$ cat src/rtl/selm_pkg.sv
// Shared types, constants and helpers of the shared/exclusive latch manager.
// Used by every module in rtl but selm_held_ram; depends on nothing.
`default_nettype none
package selm_pkg;

    localparam int NUM_LATCHES      = 16;
    localparam int NUM_PROCS        = 4;
    localparam int THREADS_PER_PROC = 8;
    localparam int HELD_LIST_DEPTH  = 8;
    localparam int COUNT_WIDTH      = 8;

    localparam int NUM_CALLERS = NUM_PROCS * THREADS_PER_PROC;
    localparam int LATCH_W     = $clog2(NUM_LATCHES);
    localparam int PROC_W      = $clog2(NUM_PROCS);
    localparam int THREAD_W    = $clog2(THREADS_PER_PROC);
    localparam int CALLER_W    = PROC_W + THREAD_W;
    localparam int IDX_W       = $clog2(HELD_LIST_DEPTH);
    localparam int TOP_W       = IDX_W + 1;
    localparam int HADDR_W     = CALLER_W + IDX_W;
    localparam int HDATA_W     = LATCH_W + COUNT_WIDTH;

    localparam int W_EXCL_BIT = 0;
    localparam int W_INST_BIT = 1;

    typedef logic [LATCH_W-1:0]     latch_t;
    typedef logic [CALLER_W-1:0]    caller_t;
    typedef logic [CALLER_W:0]      qptr_t;
    typedef logic [COUNT_WIDTH-1:0] count_t;
    typedef logic [TOP_W-1:0]       top_t;
    typedef logic [IDX_W-1:0]       idx_t;

    localparam qptr_t  QPTR_NONE = {1'b1, {CALLER_W{1'b0}}};
    localparam count_t COUNT_MAX = {COUNT_WIDTH{1'b1}};
    localparam top_t   TOP_FULL  = top_t'(HELD_LIST_DEPTH);

    localparam logic [1:0] FUNC_ACQUIRE     = 2'd0;
    localparam logic [1:0] FUNC_RELEASE     = 2'd1;
    localparam logic [1:0] FUNC_RELEASE_ALL = 2'd2;
    localparam logic [1:0] FUNC_UNKNOWN     = 2'd3;

    typedef enum logic [1:0] {
        MODE_FREE   = 2'd0,
        MODE_SHARED = 2'd1,
        MODE_EXCL   = 2'd2
    } mode_t;

    typedef enum logic [2:0] {
        ST_GRANTED     = 3'd0,
        ST_BUSY        = 3'd1,
        ST_QUEUED      = 3'd2,
        ST_BAD_CONVERT = 3'd3,
        ST_BAD_RELEASE = 3'd4,
        ST_LIST_FULL   = 3'd5
    } status_t;

    typedef enum logic [4:0] {
        S_IDLE,
        S_FIND_INIT,
        S_FIND_TEST,
        S_FIND_RD,
        S_FIND_CHK,
        S_ACQ,
        S_REL_CHK,
        S_REL_FOUND,
        S_POP_TEST,
        S_POP_RD,
        S_POP_CHK,
        S_POST_REL,
        S_WALK,
        S_REL_END,
        S_RALL_INIT,
        S_RALL_TEST,
        S_RALL_RD,
        S_RALL_CHK,
        S_EMIT
    } state_t;

    typedef struct packed {
        logic                kind;
        status_t             status;
        logic [PROC_W-1:0]   woken_proc;
        logic [THREAD_W-1:0] woken_thread;
        logic                last;
    } res_t;

    function automatic count_t sat_inc(input count_t v);
        sat_inc = (v == COUNT_MAX) ? v : count_t'(v + 1'b1);
    endfunction

endpackage
`default_nettype wire

$ cat src/rtl/selm_result_reg.sv
// Output register that parts the sequencer from the result channel.
// Depends on selm_pkg for the result type.
`default_nettype none
module selm_result_reg (
    input  wire logic                             clk,
    input  wire logic                             rst_n,
    input  wire logic                             res_valid,
    input  wire selm_pkg::res_t                   res,
    output logic                                  res_ready,
    output logic                                  out_valid,
    input  wire logic                             out_stall,
    output logic                                  kind,
    output logic [2:0]                            status,
    output logic [selm_pkg::PROC_W-1:0]           woken_proc,
    output logic [selm_pkg::THREAD_W-1:0]         woken_thread,
    output logic                                  last
);
    import selm_pkg::*;

    logic valid_reg;
    logic valid_next;
    res_t data_reg;

    assign res_ready = !valid_reg || !out_stall;

    always_comb
    begin
        valid_next = valid_reg;
        if (res_ready)
        begin
            valid_next = res_valid;
        end
    end

    always_ff @(posedge clk or negedge rst_n)
    begin
        if (!rst_n)
        begin
            valid_reg <= 1'b0;
        end
        else
        begin
            valid_reg <= valid_next;
        end
    end

    always_ff @(posedge clk)
    begin
        if (res_ready && res_valid)
        begin
            data_reg <= res;
        end
    end

    assign out_valid    = valid_reg;
    assign kind         = data_reg.kind;
    assign status       = data_reg.status;
    assign woken_proc   = data_reg.woken_proc;
    assign woken_thread = data_reg.woken_thread;
    assign last         = data_reg.last;

endmodule
`default_nettype wire

$ cat config.mk
export PLATFORM = sky130hd
export DESIGN_NAME = selm_result_reg
export DESIGN_NICKNAME = d
export VERILOG_FILES = /design/src/rtl/selm_pkg.sv /design/src/rtl/selm_result_reg.sv
export SDC_FILE = /design/constraint.sdc
export NUM_CORES = 1
export LEC_CHECK = 0
export ABC_AREA = 1
export BUFFER_PORTS_ARGS = -buffer_cell sky130_fd_sc_hd__buf_2
export CORE_AREA = 2 2 39 41
export CTS_BUF_LIST = sky130_fd_sc_hd__clkbuf_4 sky130_fd_sc_hd__clkbuf_8
export DETAILED_ROUTE_END_ITERATION = 10
export DIE_AREA = 0 0 41 43
export PLACE_DENSITY = 0.58
export SLEW_MARGIN = 20
export SYNTH_ARGS = -nofsm -noshare
export SYNTH_HDL_FRONTEND = slang
export SYNTH_SLANG_ARGS = --single-unit
export TNS_END_PERCENT = 5
$ cat constraint.sdc
create_clock -name clk -period 2.6 [get_ports clk]
set_input_delay 0.13 -clock clk [delete_from_list [all_inputs] [get_ports clk]]
set_output_delay 0.13 -clock clk [all_outputs]
set_load 0.1 [all_outputs]
== Word-level counts from Yosys, hierarchy flattened ==
Cells that the tools add are included.

* Bits of input ports: 14
* Register bits: 11
* Word-level logic and storage cells: 10
* Output and inout bits: 12

* Reductions and logical operators: 4

{| class="wikitable"
|+ Operator list
! operator !! number
|-
| 1-bit zero test || 2
|-
| 1-bit logical AND || 1
|-
| 1-bit logical OR || 1
|}

== Longest topological paths before layout ==
Gate-level depths: netlist (run 1).

* Depth in word-level cells: 3
* Gate-level depth with buffers: 2
* Depth with buffers taken out: 2

== Worst setup path after synthesis (run 1) ==
Ideal clock, no wire load.

* Path kind: reg-to-reg
* From: reg valid_reg, in the netlist out_valid
* To: reg valid_reg, in the netlist out_valid
* Path buffers: 0
* Clock period less this slack: 2012 ps
* Cell stages (with the launch flop): 3
* Arrival: 1924 ps
* Required time: 2512 ps
* Slack: 588 ps
* Setup time: 88 ps
* Cells stage by stage: dfrtp_1 > nand2_1 > nand2_1

* Cells in the longest elaborated chain, start to end: 2

{| class="wikitable"
|+ RTL lines
! what !! RTL line !! text
|-
| start, declared || selm_result_reg.sv:20 || <nowiki>logic valid_reg;</nowiki>
|-
| start signal, assigned || selm_result_reg.sv:43 || <nowiki>valid_reg <= valid_next;</nowiki>
|-
| 1-bit zero test || selm_result_reg.sv:24 || <nowiki>assign res_ready = !valid_reg || !out_stall;</nowiki>
|-
| 1-bit logical OR || selm_result_reg.sv:24 ||
|-
| net res_ready || selm_result_reg.sv:9 || <nowiki>output logic res_ready,</nowiki>
|}

The timed path passes the listed nets, and every way through them passes these cells.
A chain may end at the register's enable or synchronous reset.

== Worst setup path after layout (run 1) ==
* From: reg valid_reg, in the netlist out_valid
* To: reg data_reg, in the netlist woken_proc[0] (enable)

* Cells in the longest elaborated chain, start to end: 3

{| class="wikitable"
|+ RTL lines
! what !! RTL line !! text
|-
| 1-bit zero test || selm_result_reg.sv:24 ||
|-
| 1-bit logical OR || selm_result_reg.sv:24 ||
|-
| 1-bit logical AND || selm_result_reg.sv:49 || <nowiki>if (res_ready && res_valid)</nowiki>
|-
| end signal, assigned || selm_result_reg.sv:51 || <nowiki>data_reg <= res;</nowiki>
|-
| end, declared || selm_result_reg.sv:22 || <nowiki>res_t data_reg;</nowiki>
|}

No other way between the ends.

==> results.md, run 1 <==
* Pins Over Slew Limit at 0
* Port buffer count at 25
* Cts hold-fix bufs at 1
* Max Freq at 0.6686 GHz
* Max-slew headroom at 0.3976
* Mean Syn Cell Area at 22.77 um^2
* Layout Area Growth over Synthesis at 54.21%
* Core Box Area at 1384 um^2
* Syn Std Cell Area at 341.6 um^2
* DRT iter0 DRCs at 2
* Worst-path clk slew at 0.07 ns
* Reg-to-reg startpoint: out_valid$_DFFE_PN0P_
* CP delay by family, top: compound AO/OA/AOI/OAI gates
* VDD IR max at 314.4 uV
* Row Count at 14
* Cell variety after synth at 5
* Number of global-route vias before repair at 261
* Share of post-route cells with drive strength above 1 at 0.6444
* CTS Buf Count at 3
* Minimum clock period at 1.496 ns
* Via density at 3.885
* Setup tns final at 0 ns
* Worst skew pair latency at 0.26 ns
* Worst R2R Path Depth at 1
* RD Place Congestion at 0.5639
* Top-area cell type share of the netlist area at 0.8791
* # resized after CTS at 0
* Routed len/inst at 11.10 um
* Pwr Density at 823.8 nW/um^2
* TritonCTS clock tree: done
* Global-route wire length before repair at 1007 um
* Die height at 43 um
* I/O pins at 26
* Final wirelength at 677 um
* DRC Markers at 0
* Crit path DAT at 1.38 ns
* Synth warn at 0
* Gr usage total at 0.08830
* Register area at 325.3 um^2
* Core Util, Final at 0.3807
* Clock Skew at 0.002262 ns
* Number of antenna violations at the first check in global routing at 0
* Post-synthesis register bit count at 11
* Worst hold endpoint: status[1]$_DFFE_PP_
* Worst Setup Start Kind: flip-flop
* Synth area leader: edfxtp_1
* Crit path kind: reg2reg
* Post-CTS Setup Repair Bufs at 0
* Drt first pass iters at 3
* Final period utilization at 0.5752
* CP Data Required Time at 2.49 ns
* CP max stage delay at 0.73 ns
* Hold depth at 1
* Status: finished, final reports clean
* Nets at 60
* Worst Tran Pin Value at 0.9036 ns
* GRT Residual Overflow at 0
* Critical Path, Cell by Cell: a21oi_1
* Die W at 41 um
* CTS Buffer Depth at 2
* Antenna Cells at 0
* Nature of the critical path endpoint: flip-flop
* RSZ-0062 raised after global routing: no
* Root Driver: clkbuf_4
* Initial Util at 0.2468
* Worst Hold Class: in2reg
* Clock sinks at 11
* Final setup fails at 0
* Synth area leaders: edfxtp_1 88%, dfrtp_1 7.3%, nand2_1 2.2%
* Die footprint at 1763 um^2
* Final Hold Fails at 0
* Max-cap viol count at 0
* Part of the Yosys area used for sequential elements at 0.9524
* Syn_nets at 29
* FILL cells at 132
* CTS HTree Levels at 1
* R2R setup slack at 1.10 ns
* Critical Path Fanout Max at 10
* Crit-path slowest cell: a21oi_1
* Antenna Nets Post-Route at 0
* Mapped Cells at 15
* Leak at 0.2383 nW
* DR vias at 237
* Maximum number of pins on one net before global-route repair at 11
* CP Buf/Inv Count at 0
* Hold path start: res[7]
* R2r endpoint: woken_proc[0]$_DFFE_PP_
* Footprint of the multi-input gates at 12.51 um^2
[worst max path at each step]
stage	endpoint	slack, ns	cells past startpoint	start
finish	woken_proc[0]$_DFFE_PP_	1.10	1	out_valid$_DFFE_PN0P_
global route	woken_thread[0]$_DFFE_PP_	1.01	1	out_valid$_DFFE_PN0P_
CTS	woken_proc[0]$_DFFE_PP_	1.08	1	out_valid$_DFFE_PN0P_
detailed placement	status[0]$_DFFE_PP_	1.09	1	out_valid$_DFFE_PN0P_
global placement	last$_DFFE_PP_	1.15	1	out_valid$_DFFE_PN0P_
floorplan	out_valid$_DFFE_PN0P_	0.59	2	out_valid$_DFFE_PN0P_
[sequential cells by signal (all words and copies together), names as in the netlist]
name / count
out_valid: 1
status: 3
last: 1
woken_thread: 3
woken_proc: 2
kind: 1
[Yosys cell counts, drive strengths merged]
master	number
a21oi	1
dfrtp	1
edfxtp	10
inv	1
nand2	2
[final cells by class]
class | instances | share of cell area
inverters | 1 | 0.007126
multi-input cells | 3 | 0.02375
flip-flops and latches | 11 | 0.6176
well taps | 16 | 0.03800
repair buffers | 26 | 0.2565
clock buffers | 4 | 0.05701
[cells in the final DEF (no fill, tap or decap)]
cell type	netlist	layout
a21oi_1	1	1
buf_2	0	25
clkbuf_4	0	4
dfrtp_1	1	1
dlygate4sd3_1	0	1
edfxtp_1	10	10
inv_1	1	1
nand2_1	2	2
[cells by family (layout without fill, tap and decap cells)]
| kind of cell | Yosys count | after routing | synth area share |
|---|---|---|---|
| AOI/OAI and AO/OA | 1 | 1 | 0.01464 |
| buffers and inverters | 1 | 31 | 0.01098 |
| DFF | 11 | 11 | 0.9524 |
| and+or+nand+nor | 2 | 2 | 0.02199 |
[layer usage]
| metal | vias to the layer above | share of wire | GRT usage |
|---|---|---|---|
| met5 | - | 0 | 0 |
| met4 | 0 | 0 | 0.06000 |
| met3 | 0 | 0.15 | 0.03141 |
| met2 | 23 | 0.40 | 0.1188 |
| met1 | 99 | 0.45 | 0.1142 |
| li1 | 115 | - | - |
[stage by stage]
stage	hold slack [ns]	instances	area, um^2	setup slack [ns]	power, mW
after global placement	-0.09430	56	486.7	1.150	0.3129
after CTS	0.03637	61	526.8	1.085	0.4380
after floorplan	-0.1656	15	341.6	0.5877	0.2930
final	0.04420	61	526.8	1.104	0.4339
after global routing	0.02003	61	526.8	1.008	0.4560
after detailed placement	-0.09300	56	486.7	1.095	0.3135
[report_power, final]
part | switching (mW) | internal, mW | total (mW)
sequential | 0.00258 | 0.205 | 0.207
combinational | 0.0875 | 0.0152 | 0.103
clock | 0.0542 | 0.0697 | 0.124
total | 0.144 | 0.290 | 0.434
Power figures use the tool's default switching activity.
==> run 2, diff against run 1 <==
Settings changed: ABC_AREA 1 to 0.
Clock period 2.6 ns to 1.38 ns, I/O delays scaled along.
==> results.md, run 2 <==
* Maximum number of pins on one net before global-route repair at 11 (unchanged)
* Final instance area at 654.4 um^2 (was 526.8 um^2)
* Die footprint at 1763 um^2 (unchanged)
* Ys async rst share at 0.09091 (unchanged)
* DRC Markers at 0 (unchanged)
* Setup tns final at 0 ns (unchanged)
* Initial Util at 0.2514 (was 0.2468)
* DR vias at 283 (was 237)
* Final period utilization at 0.9070
* Antenna Cells at 0 (unchanged)
* Most common cell in the synthesized netlist: edfxtp_1 (unchanged)
* Share of post-route cells with drive strength above 1 at 0.5818 (was 0.6444)
* Antenna Nets Post-Route at 0 (unchanged)
* Mapped Cells at 14 (was 15)
* RSZ-0062 raised after global routing: no (unchanged)
* CTS Buffer Depth at 2 (unchanged)
* Pins Over Slew Limit at 0 (unchanged)
* Die W at 41 um (unchanged)
* Port buffer count at 25 (unchanged)
* CP Buf/Inv Count at 1 (was 0)
* CTS Buf Count at 3 (unchanged)
* GRT Residual Overflow at 0 (unchanged)
* DRT iter0 DRCs at 4 (was 2)
* Post-synthesis register bit count at 11 (unchanged)
* Synth area leaders: edfxtp_1 86%, dfrtp_1 7.2%, a21boi_2 3.2% (was edfxtp_1 88%, dfrtp_1 7.3%, nand2_1 2.2%)
* Root Driver: clkbuf_4 (unchanged)
* Syn Std Cell Area at 347.8 um^2 (was 341.6 um^2)
* Post-synth EDFFs at 10 (unchanged)
* Crit-path slowest cell: dfrtp_2 (was a21oi_1)
* Synth area leader: edfxtp_1 (unchanged)
* Die height at 43 um (unchanged)
* Ranking of synthesized cells by instance count: 10 x edfxtp_1, 1 x a21boi_2, 1 x a21o_1, 1 x dfrtp_1, 1 x nand2_1 (was 10 x edfxtp_1, 2 x nand2_1, 1 x a21oi_1, 1 x dfrtp_1, 1 x inv_1)
* Worst skew pair latency at 0.26 ns (about the same)
* Worst-path clk slew at 0.06 ns (was 0.07 ns)
* Crit path DAT at 1.18 ns (was 1.38 ns)
* Max-slew headroom at 0.6760 (was 0.3976)
* Number of antenna violations at the first check in global routing at 0 (unchanged)
* Most common cell after layout, fill and taps aside: buf_2 (unchanged)
* Final setup fails at 0 (unchanged)
* Nets at 70 (was 60)
* Core Util, Final at 0.4729 (was 0.3807)
* Critical Path, Cell by Cell: nand2_2, buf_2 (was a21oi_1)
* Number of global-route vias before repair at 260 (was 261)
* Critical Path Fanout Max at 4 (was 10)
* Nature of the critical path endpoint: output pin (was flip-flop)
* Leak at 0.2879 nW (was 0.2383 nW)
* Via density at 3.986 (was 3.885)
* Part of the Yosys area used for sequential elements at 0.9353 (was 0.9524)
* Core Box Area at 1384 um^2 (unchanged)
* CP delay by family, top: flip-flops (was compound AO/OA/AOI/OAI gates)
* Max Freq at 0.7989 GHz
* CP Data Required Time at 1.31 ns (was 2.49 ns)
* Status: finished, final reports clean (unchanged)
* Main flop type after synthesis: edfxtp_1 (unchanged)
* Reg-to-reg startpoint: out_valid$_DFFE_PN0P_ (unchanged)
* Synth warn at 0 (unchanged)
* CP max stage delay at 0.44 ns (was 0.73 ns)
* Syn_nets at 28 (was 29)
* CTS HTree Levels at 1 (unchanged)
* Layout Area Growth over Synthesis at 88.13% (was 54.21%)
* Final std cells w/o fill at 71 (was 61)
* Max-cap viol count at 0 (unchanged)
* Gr usage total at 0.09714 (was 0.08830)
* Placed Instance Area at 504.2 um^2 (was 486.7 um^2)
* TritonCTS clock tree: done (unchanged)
* Final Hold Fails at 0 (unchanged)
* Cell variety after synth at 5 (unchanged)
* Row Count at 14 (unchanged)
* Clock sinks at 11 (unchanged)
* Worst Setup Start Kind: flip-flop (unchanged)
* Routed len/inst at 10.34 um (was 11.10 um)
* Clock Skew at 0.005290 ns (was 0.002262 ns)
* Mean Syn Cell Area at 24.85 um^2 (was 22.77 um^2)
* Pwr Density at 1296 nW/um^2 (was 823.8 nW/um^2)
* Final wirelength at 734 um (was 677 um)
* RD Place Congestion at 0.5659 (was 0.5639)
* Hold path start: out_stall (was res[7])
* Drt first pass iters at 3 (unchanged)
* Most frequent cells in the layout: 25 x buf_2, 12 x dlygate4sd3_1, 10 x edfxtp_1 (was 25 x buf_2, 10 x edfxtp_1, 4 x clkbuf_4)
* Top-area cell type share of the netlist area at 0.8633 (was 0.8791)
* Minimum clock period at 1.252 ns
* # resized after CTS at 0 (unchanged)
* Worst Tran Pin Value at 0.4894 ns (was 0.9036 ns)
* Crit path kind: reg2out (was reg2reg)
* Worst Hold Class: in2reg (unchanged)
* I/O pins at 26 (unchanged)
* CP startpoint: out_valid$_DFFE_PN0P_ (unchanged)
* VDD IR max at 481.1 uV (was 314.4 uV)
* Global-route wire length before repair at 1048 um (was 1007 um)
* Placed Cells incl. Taps at 55 (was 56)
==> run 2: timing repair <==
action                     4_1_cts  5_1_grt
hold buffers                    12        0
buffers inserted                 0        0
hold endpoints to repair        12        0
setup endpoints to repair        0        0
==> run 2: area by class of cell <==
type | count | area (um^2)
fill | 130 | 729.5
multi-input combinational | 3 | 32.53
sequential | 11 | 326.6
timing repair buffer | 37 | 245.2
tap | 16 | 20.02
clock buffer | 4 | 30.03
==> run 2: kinds of logic (layout without fill, tap and decap cells) <==
| family | count (synthesis) | after routing | share of synthesized area |
|---|---|---|---|
| DFF | 11 | 11 | 0.9352 |
| AOI/OAI and AO/OA | 2 | 2 | 0.05396 |
| and+or+nand+nor | 1 | 1 | 0.01078 |
| buffers and inverters | 0 | 41 | 0 |
==> run 2: power breakdown <==
group          total (mW)  internal, mW  switching (mW)
combinational       0.222        0.0526           0.169
clock               0.234         0.131           0.103
sequential          0.392         0.386         0.00661
==> run 2: metal layers <==
| layer | part of all wire | vias up | track usage |
|---|---|---|---|
| li1 | - | 136 | - |
| met1 | 0.40 | 130 | 0.1126 |
| met2 | 0.53 | 17 | 0.1375 |
| met3 | 0.067 | 0 | 0.03141 |
| met4 | 0 | 0 | 0.08000 |
| met5 | 0 | - | 0 |
==> run 2: through the flow <==
step / worst slack, ns / power, mW / hold slack (ns)
3_5_place_dp: 0.2665 / 0.5980 / -0.1524
3_3_place_gp: 0.2935 / 0.5956 / -0.1558
2_1_floorplan: 0.07989 / 0.5568 / -0.2266
4_1_cts: 0.1164 / 0.8532 / 0.07288
5_1_grt: 0.08924 / 0.8819 / 0.07529
6_report: 0.1283 / 0.8484 / 0.07886
==> run 2: final timing paths <==
path                                    endpoint  slack [ns]  cells after the start
max in group asynchronous  out_valid$_DFFE_PN0P_        1.17                      2
min in group asynchronous  out_valid$_DFFE_PN0P_        0.11                      2
min reg2reg                out_valid$_DFFE_PN0P_        0.56                      1
max reg2reg                       last$_DFFE_PP_        0.27                      1
min                        out_valid$_DFFE_PN0P_        0.08                      2
max                                    res_ready        0.13                      2
